**config.mk**
```make
export PLATFORM = sky130hd
export DESIGN_NAME = frame_delta_run_encoder
export DESIGN_NICKNAME = d
export VERILOG_FILES = /design/src/rtl/fdre_pkg.sv /design/src/rtl/fdre_front.sv /design/src/rtl/fdre_cmd_fifo.sv /design/src/rtl/fdre_back.sv /design/src/rtl/frame_delta_run_encoder.sv
export SDC_FILE = /design/constraint.sdc
export NUM_CORES = 2
export LEC_CHECK = 0
export ABC_AREA = 1
export BUFFER_PORTS_ARGS = -buffer_cell sky130_fd_sc_hd__buf_2
export CAP_MARGIN = 20
export CORE_MARGIN = 2
export CORE_UTILIZATION = 60
export CTS_CLUSTER_DIAMETER = 80
export CTS_CLUSTER_SIZE = 20
export DETAILED_ROUTE_END_ITERATION = 10
export PLACE_DENSITY = 0.76
export SETUP_SLACK_MARGIN = 0.1
export SLEW_MARGIN = 20
export SYNTH_ARGS = -nofsm -noshare
export SYNTH_HDL_FRONTEND = slang
export SYNTH_HIERARCHICAL = 1
export SYNTH_SLANG_ARGS = --single-unit
```
**constraint.sdc**
```tcl
create_clock -name aclk -period 6.8 [get_ports aclk]
set_input_delay 0.34 -clock aclk [delete_from_list [all_inputs] [get_ports aclk]]
set_output_delay 0.34 -clock aclk [all_outputs]
set_load 0.01 [all_outputs]
```
**src/rtl/fdre_pkg.sv**
```systemverilog
`default_nettype none
// ----------------------------------------------------------------------------
// fdre_pkg
// Shared types and constants of the frame delta run encoder.
// ----------------------------------------------------------------------------
package fdre_pkg;

    localparam int LEN_W     = 25;
    localparam int PIX_W     = 32;
    localparam int KIND_W    = 2;
    localparam int CMD_DEPTH = 4;

    localparam int MAX_RUN_DEF   = 32;
    localparam int MAX_FRAME_DEF = 16777216;

    typedef enum logic [KIND_W-1:0] {
        KIND_SUSTAIN = 2'd0,
        KIND_REFRESH = 2'd1,
        KIND_PIXEL   = 2'd2
    } kind_t;

    typedef enum logic [1:0] {
        BK_IDLE,
        BK_HDR,
        BK_PIX
    } back_state_t;

    // one run to emit
    typedef struct packed {
        logic             is_refresh;
        logic             bank;
        logic [LEN_W-1:0] count;
        logic             burst_last;
        logic             frame_last;
    } cmd_t;

    // back end is done reading a buffer bank
    typedef struct packed {
        logic valid;
        logic bank;
    } release_t;

endpackage
`default_nettype wire

```
**src/rtl/fdre_front.sv**
```systemverilog
`default_nettype none
// ----------------------------------------------------------------------------
// fdre_front
// Classifies pixels, tracks the open run, buffers refresh pixels and issues
// run commands to the queue.
// ----------------------------------------------------------------------------
module fdre_front #(
    parameter int MAX_RUN          = fdre_pkg::MAX_RUN_DEF,
    parameter int MAX_FRAME_PIXELS = fdre_pkg::MAX_FRAME_DEF
) (
    input  wire                                   aclk,
    input  wire                                   aresetn,
    input  wire                                   cfg_wr_en,
    input  wire                                   cfg_wr_data,
    input  wire                                   s_valid,
    output logic                                  s_ready,
    input  wire  [fdre_pkg::PIX_W-1:0]            previous_pixel,
    input  wire  [fdre_pkg::PIX_W-1:0]            current_pixel,
    input  wire                                   end_of_frame,
    input  wire                                   q_space,
    output logic                                  push_a,
    output fdre_pkg::cmd_t                        cmd_a,
    output logic                                  push_b,
    output fdre_pkg::cmd_t                        cmd_b,
    output logic                                  buf_we,
    output logic [((MAX_RUN > 1) ? $clog2(MAX_RUN) : 1):0] buf_addr,
    output logic [fdre_pkg::PIX_W-1:0]            buf_data,
    input  fdre_pkg::release_t                    rel
);

    localparam int IDXW = (MAX_RUN > 1) ? $clog2(MAX_RUN) : 1;
    localparam int LW   = fdre_pkg::LEN_W;
    localparam int RLIM = (MAX_FRAME_PIXELS < MAX_RUN) ? MAX_FRAME_PIXELS : MAX_RUN;

    logic          full_refresh_reg;
    logic          run_open_reg, run_open_next;
    logic          run_is_refresh_reg, run_is_refresh_next;
    logic [LW-1:0] run_count_reg, run_count_next;
    logic          wr_bank_reg, wr_bank_next;
    logic [1:0]    busy_reg, busy_next;

    logic          accept;
    logic          changed;
    logic          flush_a;
    logic          flush_b;
    logic          limit;
    logic          refresh_flush;
    logic [LW-1:0] base;
    logic [LW-1:0] cnt1;

    assign s_ready = q_space & ~busy_reg[wr_bank_reg];
    assign accept  = s_valid & s_ready;

    assign changed = full_refresh_reg | (previous_pixel != current_pixel);
    assign flush_a = run_open_reg & (run_is_refresh_reg != changed);
    assign base    = (flush_a | ~run_open_reg) ? '0 : run_count_reg;
    assign cnt1    = base + LW'(1);
    assign limit   = changed ? (cnt1 >= LW'(RLIM)) : (cnt1 >= LW'(MAX_FRAME_PIXELS));
    assign flush_b = limit | end_of_frame;

    assign push_a = accept & flush_a;
    assign push_b = accept & flush_b;

    always_comb begin
        cmd_a.is_refresh = run_is_refresh_reg;
        cmd_a.bank       = wr_bank_reg;
        cmd_a.count      = run_count_reg;
        cmd_a.burst_last = ~flush_b;
        cmd_a.frame_last = 1'b0;
        cmd_b.is_refresh = changed;
        cmd_b.bank       = wr_bank_reg;
        cmd_b.count      = cnt1;
        cmd_b.burst_last = 1'b1;
        cmd_b.frame_last = end_of_frame;
    end

    assign buf_we   = accept & changed;
    assign buf_addr = {wr_bank_reg, base[IDXW-1:0]};
    assign buf_data = current_pixel;

    assign refresh_flush = (push_a & run_is_refresh_reg) | (push_b & changed);

    always_comb begin
        wr_bank_next        = wr_bank_reg ^ refresh_flush;
        busy_next           = busy_reg;
        run_open_next       = run_open_reg;
        run_is_refresh_next = run_is_refresh_reg;
        run_count_next      = run_count_reg;
        if (rel.valid) begin
            busy_next[rel.bank] = 1'b0;
        end
        if (refresh_flush) begin
            busy_next[wr_bank_reg] = 1'b1;
        end
        if (accept) begin
            run_open_next       = ~flush_b;
            run_is_refresh_next = changed;
            run_count_next      = flush_b ? '0 : cnt1;
        end
    end

    always_ff @(posedge aclk) begin
        if (!aresetn) begin
            full_refresh_reg   <= 1'b0;
            run_open_reg       <= 1'b0;
            run_is_refresh_reg <= 1'b0;
            run_count_reg      <= '0;
            wr_bank_reg        <= 1'b0;
            busy_reg           <= '0;
        end else begin
            if (cfg_wr_en) begin
                full_refresh_reg <= cfg_wr_data;
            end
            run_open_reg       <= run_open_next;
            run_is_refresh_reg <= run_is_refresh_next;
            run_count_reg      <= run_count_next;
            wr_bank_reg        <= wr_bank_next;
            busy_reg           <= busy_next;
        end
    end

`ifndef SYNTH
    a_write_free_bank: assert property (@(posedge aclk) disable iff (!aresetn)
        buf_we |-> !busy_reg[wr_bank_reg])
        else $error("refresh buffer write into a bank still being read");

    a_refresh_bound: assert property (@(posedge aclk) disable iff (!aresetn)
        (run_open_reg && run_is_refresh_reg) |-> (run_count_reg < LW'(RLIM)))
        else $error("open refresh run reached split length");
`endif

endmodule
`default_nettype wire

```
**src/rtl/fdre_cmd_fifo.sv**
```systemverilog
`default_nettype none
// ----------------------------------------------------------------------------
// fdre_cmd_fifo
// Short run command queue, up to two pushes and one pop per cycle.
// ----------------------------------------------------------------------------
module fdre_cmd_fifo (
    input  wire             aclk,
    input  wire             aresetn,
    input  wire             push_a,
    input  fdre_pkg::cmd_t  cmd_a,
    input  wire             push_b,
    input  fdre_pkg::cmd_t  cmd_b,
    output logic            space,
    output logic            q_valid,
    output fdre_pkg::cmd_t  q_data,
    input  wire             q_pop
);

    localparam int DEPTH = fdre_pkg::CMD_DEPTH;
    localparam int PW    = $clog2(DEPTH);

    fdre_pkg::cmd_t entry_reg [DEPTH];
    logic [PW-1:0]  wr_ptr_reg, wr_ptr_next;
    logic [PW-1:0]  rd_ptr_reg, rd_ptr_next;
    logic [PW:0]    count_reg, count_next;
    logic [1:0]     n_push;
    logic           any_push;
    fdre_pkg::cmd_t first_cmd;

    assign any_push  = push_a | push_b;
    assign n_push    = {1'b0, push_a} + {1'b0, push_b};
    assign first_cmd = push_a ? cmd_a : cmd_b;

    assign space   = count_reg <= (PW+1)'(DEPTH - 2);
    assign q_valid = count_reg != '0;
    assign q_data  = entry_reg[rd_ptr_reg];

    always_comb begin
        wr_ptr_next = wr_ptr_reg + PW'(n_push);
        rd_ptr_next = rd_ptr_reg + PW'(q_pop);
        count_next  = count_reg + (PW+1)'(n_push) - (PW+1)'(q_pop);
    end

    always_ff @(posedge aclk) begin
        if (any_push) begin
            entry_reg[wr_ptr_reg] <= first_cmd;
        end
        if (push_a && push_b) begin
            entry_reg[wr_ptr_reg + PW'(1)] <= cmd_b;
        end
    end

    always_ff @(posedge aclk) begin
        if (!aresetn) begin
            wr_ptr_reg <= '0;
            rd_ptr_reg <= '0;
            count_reg  <= '0;
        end else begin
            wr_ptr_reg <= wr_ptr_next;
            rd_ptr_reg <= rd_ptr_next;
            count_reg  <= count_next;
        end
    end

`ifndef SYNTH
    a_no_overflow: assert property (@(posedge aclk) disable iff (!aresetn)
        count_reg <= (PW+1)'(DEPTH))
        else $error("command queue overflow");

    a_no_underflow: assert property (@(posedge aclk) disable iff (!aresetn)
        q_pop |-> q_valid)
        else $error("command queue pop while empty");
`endif

endmodule
`default_nettype wire

```
**src/rtl/fdre_back.sv**
```systemverilog
`default_nettype none
// ----------------------------------------------------------------------------
// fdre_back
// Holds the two-bank refresh buffer and turns run commands into headers and
// buffered pixel transfers, one per cycle while the receiver is ready.
// ----------------------------------------------------------------------------
module fdre_back #(
    parameter int MAX_RUN = fdre_pkg::MAX_RUN_DEF
) (
    input  wire                                   aclk,
    input  wire                                   aresetn,
    input  wire                                   buf_we,
    input  wire  [((MAX_RUN > 1) ? $clog2(MAX_RUN) : 1):0] buf_addr,
    input  wire  [fdre_pkg::PIX_W-1:0]            buf_data,
    input  wire                                   q_valid,
    input  fdre_pkg::cmd_t                        q_data,
    output logic                                  q_pop,
    output fdre_pkg::release_t                    rel,
    output logic                                  m_valid,
    input  wire                                   m_ready,
    output logic [fdre_pkg::KIND_W-1:0]           m_kind,
    output logic [fdre_pkg::LEN_W-1:0]            m_len,
    output logic [fdre_pkg::PIX_W-1:0]            m_pix,
    output logic                                  m_burst_last,
    output logic                                  m_frame_last
);

    localparam int IDXW = (MAX_RUN > 1) ? $clog2(MAX_RUN) : 1;
    localparam int AW   = IDXW + 1;
    localparam int LW   = fdre_pkg::LEN_W;

    logic [fdre_pkg::PIX_W-1:0] buf_mem [2**AW];
    logic [fdre_pkg::PIX_W-1:0] rd_data_reg;

    fdre_pkg::back_state_t state_reg, state_next;
    fdre_pkg::cmd_t        cmd_reg, cmd_next;
    logic [IDXW-1:0]       idx_reg, idx_next;
    logic [IDXW-1:0]       last_idx;
    logic                  last_item;
    logic                  item_done;

    assign last_idx = cmd_reg.count[IDXW-1:0] - IDXW'(1);

    always_comb begin
        state_next = state_reg;
        cmd_next   = cmd_reg;
        idx_next   = idx_reg;
        case (state_reg)
            fdre_pkg::BK_IDLE: begin
            end
            fdre_pkg::BK_HDR: begin
                if (m_ready) begin
                    if (cmd_reg.is_refresh) begin
                        state_next = fdre_pkg::BK_PIX;
                        idx_next   = '0;
                    end else begin
                        state_next = fdre_pkg::BK_IDLE;
                    end
                end
            end
            fdre_pkg::BK_PIX: begin
                if (m_ready) begin
                    if (idx_reg == last_idx) begin
                        state_next = fdre_pkg::BK_IDLE;
                    end else begin
                        idx_next = idx_reg + IDXW'(1);
                    end
                end
            end
            default: begin
                state_next = fdre_pkg::BK_IDLE;
            end
        endcase
        if (q_pop) begin
            state_next = fdre_pkg::BK_HDR;
            cmd_next   = q_data;
            idx_next   = '0;
        end
    end

    always_comb begin
        m_valid      = 1'b0;
        m_kind       = fdre_pkg::KIND_PIXEL;
        m_len        = '0;
        m_pix        = '0;
        last_item    = 1'b0;
        case (state_reg)
            fdre_pkg::BK_IDLE: begin
            end
            fdre_pkg::BK_HDR: begin
                m_valid   = 1'b1;
                m_kind    = cmd_reg.is_refresh ? fdre_pkg::KIND_REFRESH
                                               : fdre_pkg::KIND_SUSTAIN;
                m_len     = cmd_reg.count;
                last_item = ~cmd_reg.is_refresh;
            end
            fdre_pkg::BK_PIX: begin
                m_valid   = 1'b1;
                m_pix     = rd_data_reg;
                last_item = idx_reg == last_idx;
            end
            default: begin
            end
        endcase
        m_burst_last = last_item & cmd_reg.burst_last;
        m_frame_last = last_item & cmd_reg.frame_last;
        item_done    = m_valid & m_ready & last_item;
        q_pop        = q_valid & ((state_reg == fdre_pkg::BK_IDLE) | item_done);
        rel.valid    = item_done & (state_reg == fdre_pkg::BK_PIX);
        rel.bank     = cmd_reg.bank;
    end

    always_ff @(posedge aclk) begin
        if (buf_we) begin
            buf_mem[buf_addr] <= buf_data;
        end
        rd_data_reg <= buf_mem[{cmd_next.bank, idx_next}];
    end

    always_ff @(posedge aclk) begin
        if (!aresetn) begin
            state_reg <= fdre_pkg::BK_IDLE;
            idx_reg   <= '0;
        end else begin
            state_reg <= state_next;
            idx_reg   <= idx_next;
        end
        cmd_reg <= cmd_next;
    end

`ifndef SYNTH
    a_pix_from_refresh: assert property (@(posedge aclk) disable iff (!aresetn)
        (state_reg == fdre_pkg::BK_PIX) |-> cmd_reg.is_refresh)
        else $error("pixel transfer outside a refresh run");

    a_refresh_len: assert property (@(posedge aclk) disable iff (!aresetn)
        (state_reg == fdre_pkg::BK_HDR && cmd_reg.is_refresh) |->
            (cmd_reg.count != '0 && cmd_reg.count <= LW'(MAX_RUN)))
        else $error("refresh run length out of range");
`endif

endmodule
`default_nettype wire

```
**src/rtl/frame_delta_run_encoder.sv**
```systemverilog
`default_nettype none
// ----------------------------------------------------------------------------
// frame_delta_run_encoder
// Run encoder of frame differences: sustain and refresh runs per pixel pair.
// ----------------------------------------------------------------------------
// Usage:
//   s_* carries one pixel position per transfer in raster order, previous
//   and current frame word; s_tlast marks the last pixel of a frame.
//   m_* carries run headers (with run length) and the buffered refresh pixel
//   words; m_tlast marks the last result caused by one input transfer and
//   m_tuser[2] the final result of a frame.
//   cfg_wr_en/cfg_wr_data set full_refresh; write it only while idle.
// Timing:
//   An input is taken every cycle while the run queue has room for two
//   commands and the refresh buffer bank it fills is free. The first result
//   of a run is output once its command has passed the queue and the back
//   end's command register. The output side moves one result per cycle
//   while m_tready is high; a refresh run of N pixels gives N+1 results, a
//   sustain run one, so output bandwidth sets the input rate on busy images.
// Reset: aresetn low clears the open run, the queue and full_refresh.
// A stalled receiver holds m_* steady; the input side keeps going until the
// queue lacks room for two commands or both buffer banks are full.
// ----------------------------------------------------------------------------
module frame_delta_run_encoder #(
    parameter int MAX_RUN          = fdre_pkg::MAX_RUN_DEF,
    parameter int MAX_FRAME_PIXELS = fdre_pkg::MAX_FRAME_DEF
) (
    input  wire         aclk,
    input  wire         aresetn,
    input  wire         cfg_wr_en,
    input  wire         cfg_wr_data,     // full_refresh
    input  wire         s_tvalid,
    output logic        s_tready,
    input  wire  [63:0] s_tdata,         // previous_pixel, current_pixel
    input  wire         s_tlast,         // end_of_frame
    output logic        m_tvalid,
    input  wire         m_tready,
    output logic [63:0] m_tdata,         // run_length, pixel_value, zero pad
    output logic [2:0]  m_tuser,         // item_kind, frame_last
    output logic        m_tlast          // burst_last
);

    localparam int IDXW = (MAX_RUN > 1) ? $clog2(MAX_RUN) : 1;

    logic               push_a, push_b;
    fdre_pkg::cmd_t     cmd_a, cmd_b;
    logic               q_space, q_valid, q_pop;
    fdre_pkg::cmd_t     q_data;
    logic               buf_we;
    logic [IDXW:0]      buf_addr;
    logic [31:0]        buf_data;
    fdre_pkg::release_t rel;
    logic [1:0]         m_kind;
    logic [24:0]        m_len;
    logic [31:0]        m_pix;
    logic               m_frame_last;

    fdre_front #(
        .MAX_RUN          (MAX_RUN),
        .MAX_FRAME_PIXELS (MAX_FRAME_PIXELS)
    ) u_front (
        .aclk           (aclk),
        .aresetn        (aresetn),
        .cfg_wr_en      (cfg_wr_en),
        .cfg_wr_data    (cfg_wr_data),
        .s_valid        (s_tvalid),
        .s_ready        (s_tready),
        .previous_pixel (s_tdata[31:0]),
        .current_pixel  (s_tdata[63:32]),
        .end_of_frame   (s_tlast),
        .q_space        (q_space),
        .push_a         (push_a),
        .cmd_a          (cmd_a),
        .push_b         (push_b),
        .cmd_b          (cmd_b),
        .buf_we         (buf_we),
        .buf_addr       (buf_addr),
        .buf_data       (buf_data),
        .rel            (rel)
    );

    fdre_cmd_fifo u_fifo (
        .aclk    (aclk),
        .aresetn (aresetn),
        .push_a  (push_a),
        .cmd_a   (cmd_a),
        .push_b  (push_b),
        .cmd_b   (cmd_b),
        .space   (q_space),
        .q_valid (q_valid),
        .q_data  (q_data),
        .q_pop   (q_pop)
    );

    fdre_back #(
        .MAX_RUN (MAX_RUN)
    ) u_back (
        .aclk         (aclk),
        .aresetn      (aresetn),
        .buf_we       (buf_we),
        .buf_addr     (buf_addr),
        .buf_data     (buf_data),
        .q_valid      (q_valid),
        .q_data       (q_data),
        .q_pop        (q_pop),
        .rel          (rel),
        .m_valid      (m_tvalid),
        .m_ready      (m_tready),
        .m_kind       (m_kind),
        .m_len        (m_len),
        .m_pix        (m_pix),
        .m_burst_last (m_tlast),
        .m_frame_last (m_frame_last)
    );

    assign m_tdata = {7'd0, m_pix, m_len};
    assign m_tuser = {m_frame_last, m_kind};

endmodule
`default_nettype wire

```
==> flow_metrics.env <==
export IMPL_status="complete, no violations"
export IMPL_p_int_w=0.0263
export IMPL_antenna_found_initial=5
export IMPL_io_buffers=133
export IMPL_htreeDepth=4
export IMPL_largest_reg_flops=2048
export IMPL_fin_tns_setup_ps=0
export IMPL_cts_buffers=133
export IMPL_die_area_um2=174000
export IMPL_relSlewSlack_pct=21.7
export IMPL_drcViolationCount=0
export IMPL_end_kind="flop"
export IMPL_nNetsFinal=10300
export IMPL_drt_iter0_markers=9819
export IMPL_p_seq_share_pct=32.4
export IMPL_io_pins=141
export IMPL_worst_pin_slew_ps=1170
export IMPL_crit_type="in -> reg"
export IMPL_start_util_pct=60.3
export IMPL_synth_ff_type="edfxtp_1"
export IMPL_power_density_nw_per_um2=453
export IMPL_switchingPower_w=0.0233
export IMPL_slew_violations=0
export IMPL_route_detailed_wl_per_inst_um=22.2
export IMPL_core_um2=169000
export IMPL_cap_violations=0
export IMPL_setup_viol=0
export IMPL_routed_wl_um=279000
export IMPL_critical_path_top_delay_family="simple AND/OR/NAND/NOR gates"
export IMPL_rsz0062_at_grt="no"
export IMPL_final_cell_mix="nand2_1 (2540), inv_1 (2201), edfxtp_1 (2192)"
export IMPL_area_growth_pct=7.00
export IMPL_multi_input_area_um2=24000
export IMPL_startpoint_type="primary input"
export IMPL_critPathMaxFanout=23
export IMPL_die_w_um=417
export IMPL_mostFrequentLayoutCell="nand2_1"
export IMPL_synth_top_cell_area_share_pct=64.4
export IMPL_cpMostUsedCell="nand2_1"
export IMPL_drive_gt1_share_pct=6.24
export IMPL_synth_area_leader_cell="edfxtp_1"
export IMPL_n_fill_cell=12600
export IMPL_synth_area_um2=102000
export IMPL_finalCritPeriodShare_pct=84.4
export IMPL_synth_area_leaders="edfxtp_1 (64%), nand3_1 (11%), nand2_1 (9.3%)"
export IMPL_cts_resized=0
export IMPL_gp_congestion=0.885
export IMPL_place_hpwl_um=157000
export IMPL_post_synth_cell_area_avg_um2=9.89
export IMPL_critPathRequiredTime_ps=7540
export IMPL_synth_edf_count=2192
export IMPL_async_reset_ff_share_pct=0
export IMPL_grt_max_degree=151
export IMPL_clock_latency_ps=830
export IMPL_first_pass_iters=8
export IMPL_max_vdd_ir_drop_mv=0.799
export IMPL_die_y_um=417
export IMPL_rows=151
export IMPL_cts_sinks=2270
export IMPL_hold_violations=0
export IMPL_synth_seq_cells=2270
export IMPL_seq_area_frac_synth_pct=66.0
export IMPL_root_buffer="clkbuf_16"
export IMPL_grt_use_total_pct=31.7
export IMPL_cts_tree="done"
export IMPL_fin_worst_skew_ps=36.2
export IMPL_post_cts_buffers=0
export IMPL_clk_path_buf_depth=3
export IMPL_grt_pass1_wl_um=415000
export IMPL_slowest_stage="dlygate4sd3_1"
export IMPL_timing_fmax_ghz=0.174
export IMPL_synthCells=10300
export IMPL_leakage_nw=46.7
export IMPL_setup_ws_ps=1060
export IMPL_clk_pin_slew_ps=80
export IMPL_yosysWarnings=6
export IMPL_vias=72700
export IMPL_critPathMaxStageDelay_ps=520
export IMPL_arrival_ps=6480
export IMPL_synth_distinct_cells=47
export IMPL_globalRouteOverflowTotal=0
export IMPL_period_needed_ps=5740
export IMPL_pwr_share_comb_pct=50.7
export IMPL_vias_per_cell=5.80
export IMPL_drtAntennaViolNets=0
export IMPL_power_share_clock_pct=16.9
export IMPL_register_area_um2=67400
export IMPL_first_global_vias=69300
export IMPL_holdCritPathClass="in -> reg"
export IMPL_preCtsSetupSlack_ps=831
export IMPL_cts_hold_buf=7
export IMPL_p_sw_share_pct=47.0
export IMPL_path_buf_inv=9
## final timing paths
check / endpoint / slack (ps) / cells after the start / start
setup / recovery: u_fifo/count_reg[2] / 1060 / 39 / s_tdata[47]
setup reg to reg: u_fifo/count_reg[2] / 1160 / 34 / u_front/full_refresh_reg
hold reg to reg: u_front/busy_reg[1] / 480 / 2 / u_front/busy_reg[1]
hold / removal: u_back/buf_mem[8][20] / 70 / 2 / s_tdata[52]
## cells in the mapped netlist, types with 22 or more instances
cell type  instances
a21oi_1           67
buf_1             31
buf_2            307
buf_4             78
buf_6             22
clkbuf_1         142
dfxtp_1           78
edfxtp_1        2192
inv_1           2203
nand2_1         2542
nand3_1         2161
nand4_1           27
nor2_1           148
o211ai_1          30
o21ai_0          160
o21ai_1           30
## stage by stage
step                      util (%)  hold WS, ps  cell area [um^2]  cells  total power [W]
final                         64.6         67.0            109000  12500           0.0496
after CTS                     64.5         24.5            109000  12500           0.0489
after detailed placement      62.2          473            105000  12300           0.0407
after global routing          64.6         51.3            109000  12500           0.0515
after global placement        62.2          458            105000  12300           0.0401
after floorplan                  -          433            102000  10300           0.0322
## layer usage
layer / part of all wire (%) / up-vias / wire [um] / global-route usage (%)
li1: - / 33000 / - / -
met5: 0.011 / - / 31 / 0
met1: 37 / 34300 / 102000 / 42.5
met4: 5.4 / 4 / 15000 / 16.0
met3: 12 / 795 / 32400 / 5.25
met2: 46 / 4624 / 129000 / 50.5
## power by group through the flow
stage	Clock [W]	Combinational, W	Sequential (W)
floorplan	0	0.0160	0.0162
finish	0.00839	0.0251	0.0160
global placement	0	0.0238	0.0164
global route	0.00886	0.0266	0.0161
detailed placement	0	0.0243	0.0164
CTS	0.00843	0.0244	0.0161
## cells by family after synthesis
logic type | synth area share (%)
buffers and inverters | 11.1
other | 0.0110
xor gates and xnor gates | 0.153
adders and majority gates | 0.154
DFF | 66.0
AOI/OAI and AO/OA | 1.54
and+or+nand+nor | 21.0
## area by class of cell
cell class / instances / area share (%)
sequential: 2270 / 61.7
timing repair buffer: 362 / 2.58
tap: 2218 / 2.54
multi-input combinational: 5258 / 22.0
clock inverter: 14 / 0.201
inverter: 2219 / 7.65
antenna: 1 / 0.00229
clock buffer: 197 / 3.39
No activity file was read; power rests on OpenSTA's default activity.
